**config.mk**
```make
export PLATFORM = sky130hd
export DESIGN_NAME = longest_common_substring_length_flat
export DESIGN_NICKNAME = d
export VERILOG_FILES = /design/src/rtl/core/lcsl_pkg.sv /design/src/rtl/core/lcsl_if.sv /design/src/rtl/core/lcsl_cell.sv /design/src/rtl/core/longest_common_substring_length.sv /design/src/flat_wrapper.sv
export SDC_FILE = /design/constraint.sdc
export NUM_CORES = 2
export LEC_CHECK = 0
export BUFFER_PORTS_ARGS = -buffer_cell sky130_fd_sc_hd__buf_2
export CAP_MARGIN = 20
export CORE_AREA = 2 2 724 366
export DETAILED_ROUTE_END_ITERATION = 7
export DIE_AREA = 0 0 726 368
export PLACE_DENSITY = 0.49
export SYNTH_ARGS = -nofsm -noshare
export SYNTH_HDL_FRONTEND = slang
export SYNTH_SLANG_ARGS = --single-unit
```
**constraint.sdc**
```tcl
create_clock -name clk -period 17.1 [get_ports clk]
set_input_delay 1.71 -clock clk [delete_from_list [all_inputs] [get_ports clk]]
set_output_delay 1.71 -clock clk [all_outputs]
set_load 0.005 [all_outputs]
```
**src/rtl/core/lcsl_pkg.sv**
```systemverilog
package lcsl_pkg;

    // Width of one string symbol.
    localparam int SYM_W = 8;

    // Default reference capacity and the run width that follows from it.
    localparam int DEF_MAX_LEN = 64;
    localparam int DEF_RUN_W   = $clog2(DEF_MAX_LEN + 1);

    // Operation codes carried in the opcode field of an input word.
    localparam logic OP_LOAD  = 1'b0;
    localparam logic OP_QUERY = 1'b1;

    // Control strobes broadcast from the sequencer to every cell.
    typedef struct packed {
        logic load;     // shift a reference symbol into the row
        logic restart;  // first symbol of a new reference
        logic query;    // compare a query symbol against the row
        logic last;     // the query symbol ends its string
        logic step;     // one step of the running-max reduction
        logic flush;    // result taken from the head cell, clear the maxima
    } ctl_t;

endpackage

```
**src/rtl/core/lcsl_if.sv**
```systemverilog
interface lcsl_in_if import lcsl_pkg::*; ();
    logic             valid;
    logic             ready;
    logic             opcode;
    logic [SYM_W-1:0] symbol;
    logic             last;

    modport source (output valid, output opcode, output symbol, output last, input ready);
    modport sink   (input valid, input opcode, input symbol, input last, output ready);
endinterface

interface lcsl_out_if import lcsl_pkg::*; #(
    parameter int RUN_W = DEF_RUN_W
) ();
    logic             valid;
    logic             ready;
    logic [RUN_W-1:0] max_common;

    modport source (output valid, output max_common, input ready);
    modport sink   (input valid, input max_common, output ready);
endinterface

```
**src/rtl/core/lcsl_cell.sv**
```systemverilog
module lcsl_cell import lcsl_pkg::*; #(
    parameter int RUN_W = DEF_RUN_W
) (
    input  logic             clk,
    input  logic             rst_n,
    input  ctl_t             ctl,
    input  logic [SYM_W-1:0] query_sym,
    input  logic [SYM_W-1:0] load_sym,
    input  logic             load_vld,
    input  logic [RUN_W-1:0] run_up,
    input  logic [RUN_W-1:0] best_up,
    output logic [SYM_W-1:0] ref_sym,
    output logic             ref_vld,
    output logic [RUN_W-1:0] run,
    output logic [RUN_W-1:0] best
);

    logic [SYM_W-1:0] sym_reg;
    logic [SYM_W-1:0] sym_next;
    logic             vld_reg;
    logic             vld_next;
    logic [RUN_W-1:0] run_reg;
    logic [RUN_W-1:0] run_next;
    logic [RUN_W-1:0] best_reg;
    logic [RUN_W-1:0] best_next;
    logic             match;
    logic [RUN_W-1:0] run_new;

    // The cell above holds the preceding reference position, so its run
    // from the previous query symbol is the diagonal predecessor.
    assign match   = vld_reg && (sym_reg == query_sym);
    assign run_new = match ? (run_up + RUN_W'(1)) : '0;

    always_comb
    begin
        sym_next  = sym_reg;
        vld_next  = vld_reg;
        run_next  = run_reg;
        best_next = best_reg;
        if (ctl.load)
        begin
            sym_next = load_sym;
            vld_next = load_vld;
        end
        if (ctl.restart)
        begin
            run_next  = '0;
            best_next = '0;
        end
        if (ctl.query)
        begin
            run_next  = ctl.last ? '0 : run_new;
            best_next = (run_new > best_reg) ? run_new : best_reg;
        end
        if (ctl.step)
        begin
            best_next = (best_up > best_reg) ? best_up : best_reg;
        end
        if (ctl.flush)
        begin
            best_next = '0;
        end
    end

    always_ff @(posedge clk)
    begin
        sym_reg <= sym_next;
    end

    always_ff @(posedge clk or negedge rst_n)
    begin
        if (!rst_n)
        begin
            vld_reg  <= 1'b0;
            run_reg  <= '0;
            best_reg <= '0;
        end
        else
        begin
            vld_reg  <= vld_next;
            run_reg  <= run_next;
            best_reg <= best_next;
        end
    end

    assign ref_sym = sym_reg;
    assign ref_vld = vld_reg;
    assign run     = run_reg;
    assign best    = best_reg;

endmodule

```
**src/rtl/core/longest_common_substring_length.sv**
```systemverilog
// Reference load words and query words without last may follow back to back. A query word
// with last starts the fold of the maxima; its result moves to the output register when
// the fold is complete and that register is free, so it comes later while an earlier result
// is still held there; the input stays stalled until the result moves to that register.
// Throughput is one word per cycle while the input is not stalled.
// Reset clears the cell valid bits, runs, maxima, load flag, output register and
// sequencer; the stored reference symbols themselves are not reset.
module longest_common_substring_length import lcsl_pkg::*; #(
    parameter int MAX_LEN = DEF_MAX_LEN,
    parameter int RUN_W   = $clog2(MAX_LEN + 1)
) (
    input  logic       clk,
    input  logic       rst_n,
    lcsl_in_if.sink    item,
    lcsl_out_if.source result
);

    // The reference lives in a row of MAX_LEN cells. Each load word shifts
    // into cell 0 and pushes older symbols one cell up, so the first symbol
    // of the reference ends in the highest valid cell, and the predecessor
    // of every reference position sits in the cell just above it. Cells
    // above the reference hold no valid symbol and always carry a run of zero,
    // which also gives the first reference position its run of one.
    //
    // A query word is broadcast to all cells at once; each cell computes its
    // new run from its own symbol and the run of the cell above. Every cell
    // also keeps the largest run it has seen. After the last query word the
    // row folds those maxima downward until cell 0 holds the overall maximum,
    // which then moves to the output register.
    localparam int CNT_W = (MAX_LEN > 1) ? $clog2(MAX_LEN) : 1;
    localparam logic [CNT_W-1:0] CNT_LAST = CNT_W'(MAX_LEN - 1);

    typedef enum logic {
        ST_RUN,
        ST_DRAIN
    } state_t;

    state_t           state_reg;
    state_t           state_next;
    logic             loading_reg;
    logic             loading_next;
    logic [CNT_W-1:0] cnt_reg;
    logic [CNT_W-1:0] cnt_next;
    logic             res_valid_reg;
    logic             res_valid_next;
    logic [RUN_W-1:0] res_data_reg;
    logic [RUN_W-1:0] res_data_next;

    logic             accept;
    logic             is_load;
    logic             is_query;
    logic             full;
    logic             drain_done;
    ctl_t             ctl;

    logic [SYM_W-1:0] ref_sym  [MAX_LEN];
    logic             ref_vld  [MAX_LEN];
    logic [RUN_W-1:0] run      [MAX_LEN];
    logic [RUN_W-1:0] best     [MAX_LEN];

    // Input is taken only while the row is not folding its maxima.
    assign item.ready = (state_reg == ST_RUN);
    assign accept     = item.valid && item.ready;
    assign is_load    = accept && (item.opcode == OP_LOAD);
    assign is_query   = accept && (item.opcode == OP_QUERY);

    // The row is full once the top cell holds a symbol; further symbols of
    // the same reference are dropped.
    assign full = ref_vld[MAX_LEN-1];

    // The fold is complete when the counter reaches its end; the result is
    // handed over only when the output register is free.
    assign drain_done = (state_reg == ST_DRAIN) && (cnt_reg == CNT_LAST)
                        && (!res_valid_reg || result.ready);

    always_comb
    begin
        ctl.restart = is_load && !loading_reg;
        ctl.load    = is_load && (!loading_reg || !full);
        ctl.query   = is_query;
        ctl.last    = item.last;
        ctl.step    = (state_reg == ST_DRAIN) && (cnt_reg != CNT_LAST);
        ctl.flush   = drain_done;
    end

    genvar c;
    generate
        for (c = 0; c < MAX_LEN; c++)
        begin : g_cell
            logic [SYM_W-1:0] load_sym;
            logic             load_vld;
            logic [RUN_W-1:0] run_up;
            logic [RUN_W-1:0] best_up;

            if (c == 0)
            begin : g_head
                assign load_sym = item.symbol;
                assign load_vld = 1'b1;
            end
            else
            begin : g_body
                // A new reference invalidates everything behind the head.
                assign load_sym = ref_sym[c-1];
                assign load_vld = ref_vld[c-1] && !ctl.restart;
            end

            if (c == MAX_LEN - 1)
            begin : g_top
                assign run_up  = '0;
                assign best_up = '0;
            end
            else
            begin : g_inner
                assign run_up  = run[c+1];
                assign best_up = best[c+1];
            end

            lcsl_cell #(
                .RUN_W (RUN_W)
            ) u_cell (
                .clk       (clk),
                .rst_n     (rst_n),
                .ctl       (ctl),
                .query_sym (item.symbol),
                .load_sym  (load_sym),
                .load_vld  (load_vld),
                .run_up    (run_up),
                .best_up   (best_up),
                .ref_sym   (ref_sym[c]),
                .ref_vld   (ref_vld[c]),
                .run       (run[c]),
                .best      (best[c])
            );
        end
    endgenerate

    always_comb
    begin
        state_next     = state_reg;
        loading_next   = loading_reg;
        cnt_next       = cnt_reg;
        res_valid_next = res_valid_reg;
        res_data_next  = res_data_reg;

        // A load word keeps the reference open until its last symbol; any
        // query word closes it.
        if (is_load)
        begin
            loading_next = !item.last;
        end
        if (is_query)
        begin
            loading_next = 1'b0;
        end

        if (result.ready)
        begin
            res_valid_next = 1'b0;
        end

        unique case (state_reg)
            ST_RUN:
            begin
                if (is_query && item.last)
                begin
                    state_next = ST_DRAIN;
                    cnt_next   = '0;
                end
            end
            ST_DRAIN:
            begin
                if (cnt_reg != CNT_LAST)
                begin
                    cnt_next = cnt_reg + CNT_W'(1);
                end
                else if (drain_done)
                begin
                    state_next     = ST_RUN;
                    res_valid_next = 1'b1;
                    res_data_next  = best[0];
                end
            end
            default:
            begin
                state_next = ST_RUN;
            end
        endcase
    end

    always_ff @(posedge clk or negedge rst_n)
    begin
        if (!rst_n)
        begin
            state_reg     <= ST_RUN;
            loading_reg   <= 1'b0;
            cnt_reg       <= '0;
            res_valid_reg <= 1'b0;
            res_data_reg  <= '0;
        end
        else
        begin
            state_reg     <= state_next;
            loading_reg   <= loading_next;
            cnt_reg       <= cnt_next;
            res_valid_reg <= res_valid_next;
            res_data_reg  <= res_data_next;
        end
    end

    assign result.valid      = res_valid_reg;
    assign result.max_common = res_data_reg;

endmodule

```
**src/flat_wrapper.sv**
```systemverilog
// flat-port wrapper written by rule: the top's interface ports become plain ports
module longest_common_substring_length_flat import lcsl_pkg::*;
#(
    parameter int MAX_LEN = DEF_MAX_LEN,
    parameter int RUN_W   = $clog2(MAX_LEN + 1)
)
  (clk, rst_n, item_valid, item_opcode, item_symbol, item_last, item_ready, result_valid, result_max_common, result_ready);
  lcsl_in_if item_i ();
  lcsl_out_if #(.RUN_W(RUN_W)) result_i ();
  input  logic clk;
  input  logic rst_n;
  input wire logic [$bits(item_i.valid)-1:0] item_valid;
  input wire logic [$bits(item_i.opcode)-1:0] item_opcode;
  input wire logic [$bits(item_i.symbol)-1:0] item_symbol;
  input wire logic [$bits(item_i.last)-1:0] item_last;
  output wire logic [$bits(item_i.ready)-1:0] item_ready;
  output wire logic [$bits(result_i.valid)-1:0] result_valid;
  output wire logic [$bits(result_i.max_common)-1:0] result_max_common;
  input wire logic [$bits(result_i.ready)-1:0] result_ready;
  assign item_i.valid = item_valid;
  assign item_i.opcode = item_opcode;
  assign item_i.symbol = item_symbol;
  assign item_i.last = item_last;
  assign item_ready = item_i.ready;
  assign result_valid = result_i.valid;
  assign result_max_common = result_i.max_common;
  assign result_i.ready = result_ready;
  longest_common_substring_length #(.MAX_LEN(MAX_LEN), .RUN_W(RUN_W)) u_core (.clk(clk), .rst_n(rst_n), .item(item_i), .result(result_i));
endmodule
```
==> metrics.md <==
| Metric | Value |
|---|---|
| Count leader, synth | `dfrtp_1` |
| Drt total wl | `269,000 µm` |
| CTS clk-pin slew, worst paths | `0.07 ns` |
| Fin cells | `11.9k` |
| Post-Syn Area per Cell | `10.3 µm²` |
| Initial antenna violation count | `6` |
| Vias in the first global route | `62.3k` |
| Root Buffer Master | `clkbuf_16` |
| Post-CTS Setup Repair Bufs | `0` |
| Pre-antenna DRT Iters | `8` |
| Final Cycle Share | `0.342` |
| DRC Markers | `0` |
| Final ANT Viol Nets | `0` |
| Core ar. | `261,000 µm²` |
| Crit-path cells | `buf_4 > buf_4 > buf_4 > xor2_1 > nor3_1 > nand4_1 > or2_2 > ha_1 > nand3b_1 > a21oi_1 > nor3_1 > o21a_1 > nor3_2 > mux2_2` |
| Setup crit end kind | `register` |
| CTS max path bufs | `4` |
| Largest cells by area after synthesis | `dfrtp_1 (27%), edfxtp_1 (18%), ha_1 (13%)` |
| CP Max Fanout | `35` |
| Clk Latency, worst-skew pair | `0.84 ns` |
| Lkg Pwr | `approximately 38 nW` |
| Tightest Pin Transition | `1.08 ns` |
| Synth warn | `0` |
| Leading area contributor after synthesis | `dfrtp_1` |
| Switching Power | `0.00718 W` |
| Power per cell area | `about 170 nW/µm²` |
| Die Wd | `726 µm` |
| # IOs | `23` |
| Share of the synthesized area in the top cell type | `0.271` |
| Footprint of the multi-input gates | `43,600 µm²` |
| Placer Congestion | `0.897` |
| Layout filler cell count | `~26k` |
| Sequential share of the synthesized area | `0.450` |
| Inst Count DP | `between 10k and 15k` |
| All-Layer GR Usage | `0.197` |
| Initial core utilization | `0.328` |
| Fraction of layout cells with a size suffix above 1 | `0.0726` |
| Max Transition Viols Final | `0` |
| Fin crit period | `about 5.9 ns` |
| CTS Hold Buffers Added | `0` |
| Die Y | `~370 µm` |
| Routed len/inst | `22.7 µm` |
| DR vias/cell | `around 5.6` |
| Initial drt markers | `7,214` |
| RSZ-0062 raised after global routing | `false` |
| Status | `complete, no violations` |
| CTS Buf Count | `150` |
| Die area | `267,000 µm²` |
| Slew margin rel. | `0.278` |
| Worst EP arrival | `6.55 ns` |
| Final Setup Violations | `0` |
| CTS tree | `built` |
| Max cap viols | `0` |
| Final Hold Vio Count | `0` |
| Total grt overflow | `0` |
| Highest cell delay on the worst timing path | `0.59 ns` |
| CP Class | `in -> reg` |
| Clock power share | `0.210` |
| Primary FF master, synth | `dfrtp_1` |
| Final nets | `~9k` |
| CTS sink cnt | `~1.4k` |
| Clock Skews | `~0.065 ns` |
| Most used cell along the critical path | `buf_4` |
| Startpoint Class | `primary input` |
| Post-CTS resize count | `0` |
| Site Rows | `133` |
| Synth cell types | `67` |
| Sw frac | `0.441` |
| Area Growth Syn to Fin | `9.86%` |
| Fmax | `171 MHz` |
| Pin count of the biggest net entering global routing | `169` |
| IO buf count | `22` |
| Data required time of the critical path | `17.79 ns` |
| Commonest cells post-synth | `dfrtp_1 (927), ha_1 (909), xor2_1 (599)` |
| Setup TNS | `0 ns` |
| Sequential Power Share | `0.275` |
| Synthesized area | `85,700 µm²` |
| Storage cell area | `38,600 µm²` |
| H-tree depth | `4` |
| Flops & latches, synth | `1,439` |
| Syn Inst Count | `between 8k and 9k` |
| Comb pwr share | `0.515` |
| Vias | `66.0k` |
| Slowest cell on crit path | `buf_4` |
| Int Power | `0.00910 W` |
| Synth async-reset ratio | `0.644` |
| Syn nets | `between 9k and 10k` |
| Worst IR Drop VDD | `between 0.0001 and 0.00015 V` |
| EDFF count, synth | `512` |
| Hpwl dp | `198,000 µm` |
| First-pass GRT wire length | `408,000 µm` |
| Hold WC Path Type | `reg -> reg` |
| Max FFs per register | `512` |
-- final cells by class --
class                      count  share of cell area
multi-input combinational   6057               0.463
clock buffer                 204              0.0453
sequential                  1439               0.410
antenna                        1           0.0000266
timing repair buffer          90             0.00760
clock inverter                61             0.00653
inverter                     519              0.0208
tap                         3510              0.0467
-- cells by family (layout without fill, tap and decap cells) --
kind of cell / after synthesis / in the layout / share of synthesized area
compound gates: 1800 / 1800 / 0.131
mux: 199 / 199 / 0.0262
buf+inv: 816 / 874 / 0.0415
simple gates: 2338 / 2338 / 0.135
fa+ha+maj: 909 / 909 / 0.133
other cells: 0 / 1 / 0
xor+xnor: 811 / 811 / 0.0829
flops: 1439 / 1439 / 0.450
-- layout by cell type (no fill, tap or decap), drive strengths merged, types with 103 or more instances in the layout --
| cell | n |
|---|---|
| nor2 | 569 |
| nand2b | 103 |
| nand2 | 569 |
| o21ai | 550 |
| nor3 | 178 |
| xor2 | 599 |
| a22o | 198 |
| mux2 | 196 |
| ha | 909 |
| dfrtp | 927 |
| clkbuf | 204 |
| inv | 523 |
| nand3b | 114 |
| a21oi | 293 |
| o22ai | 428 |
| a211oi | 118 |
| nand4 | 188 |
| nand3 | 336 |
| xnor2 | 212 |
| edfxtp | 512 |
-- per-stage QoR --
step	instance area, µm²	setup slack, ns	utilization	hold slack [ns]	power, W
after floorplan	85700	3.73	-	0.447	0.0108
after global placement	89200	10.52	0.342	0.451	0.0125
after detailed placement	89200	10.58	0.342	0.454	0.0127
after CTS	94100	11.46	0.360	0.433	0.0162
after global routing	94100	11.03	0.361	0.449	0.0174
final	94100	11.25	0.361	0.448	0.0163
-- final timing paths --
kind	cells after the start	slack (ns)	startpoint	endpoint
max	14	11.25	item_symbol[4]	u_core.g_cell[20].u_cell.best[2]
min	0	0.45	u_core.g_cell[2].u_cell.ref_sym[0]	u_core.g_cell[3].u_cell.ref_sym[0]
max reg2reg	8	12.17	u_core.state_reg	u_core.g_cell[55].u_cell.ref_sym[1]
min reg2reg	0	0.45	u_core.g_cell[2].u_cell.ref_sym[0]	u_core.g_cell[3].u_cell.ref_sym[0]
max in group asynchronous	4	12.92	rst_n	u_core.g_cell[15].u_cell.best[0]
min in group asynchronous	1	0.88	rst_n	u_core.g_cell[54].u_cell.run[1]
-- worst max-delay path: cells and delay by family --
kind	cells	cell delay, ns
xor+xnor	1	0.13
mux	1	0.41
buf+inv	3	1.35
simple gates	6	2.27
compound gates	2	0.40
fa+ha+maj	1	0.18
-- per-layer routing --
| metal | vias up | wire length, µm | GRT usage |
|---|---|---|---|
| li1 | 30100 | - | - |
| met1 | 33000 | 149000 | 0.352 |
| met2 | 2639 | 89700 | 0.223 |
| met3 | 244 | 27300 | 0.0465 |
| met4 | 0 | 3040 | 0.0271 |
| met5 | - | 0 | 0 |
-- power by group through the flow --
| stage | Clock (W) | Sequential (W) | Combinational, W |
|---|---|---|---|
| CTS | 0.00351 | 0.00446 | 0.00819 |
| floorplan | 0 | 0.00444 | 0.00639 |
| detailed placement | 0 | 0.00452 | 0.00814 |
| global route | 0.00366 | 0.00452 | 0.00925 |
| global placement | 0 | 0.00452 | 0.00797 |
| finish | 0.00342 | 0.00447 | 0.00839 |
No activity file was read; power rests on OpenSTA's default activity.
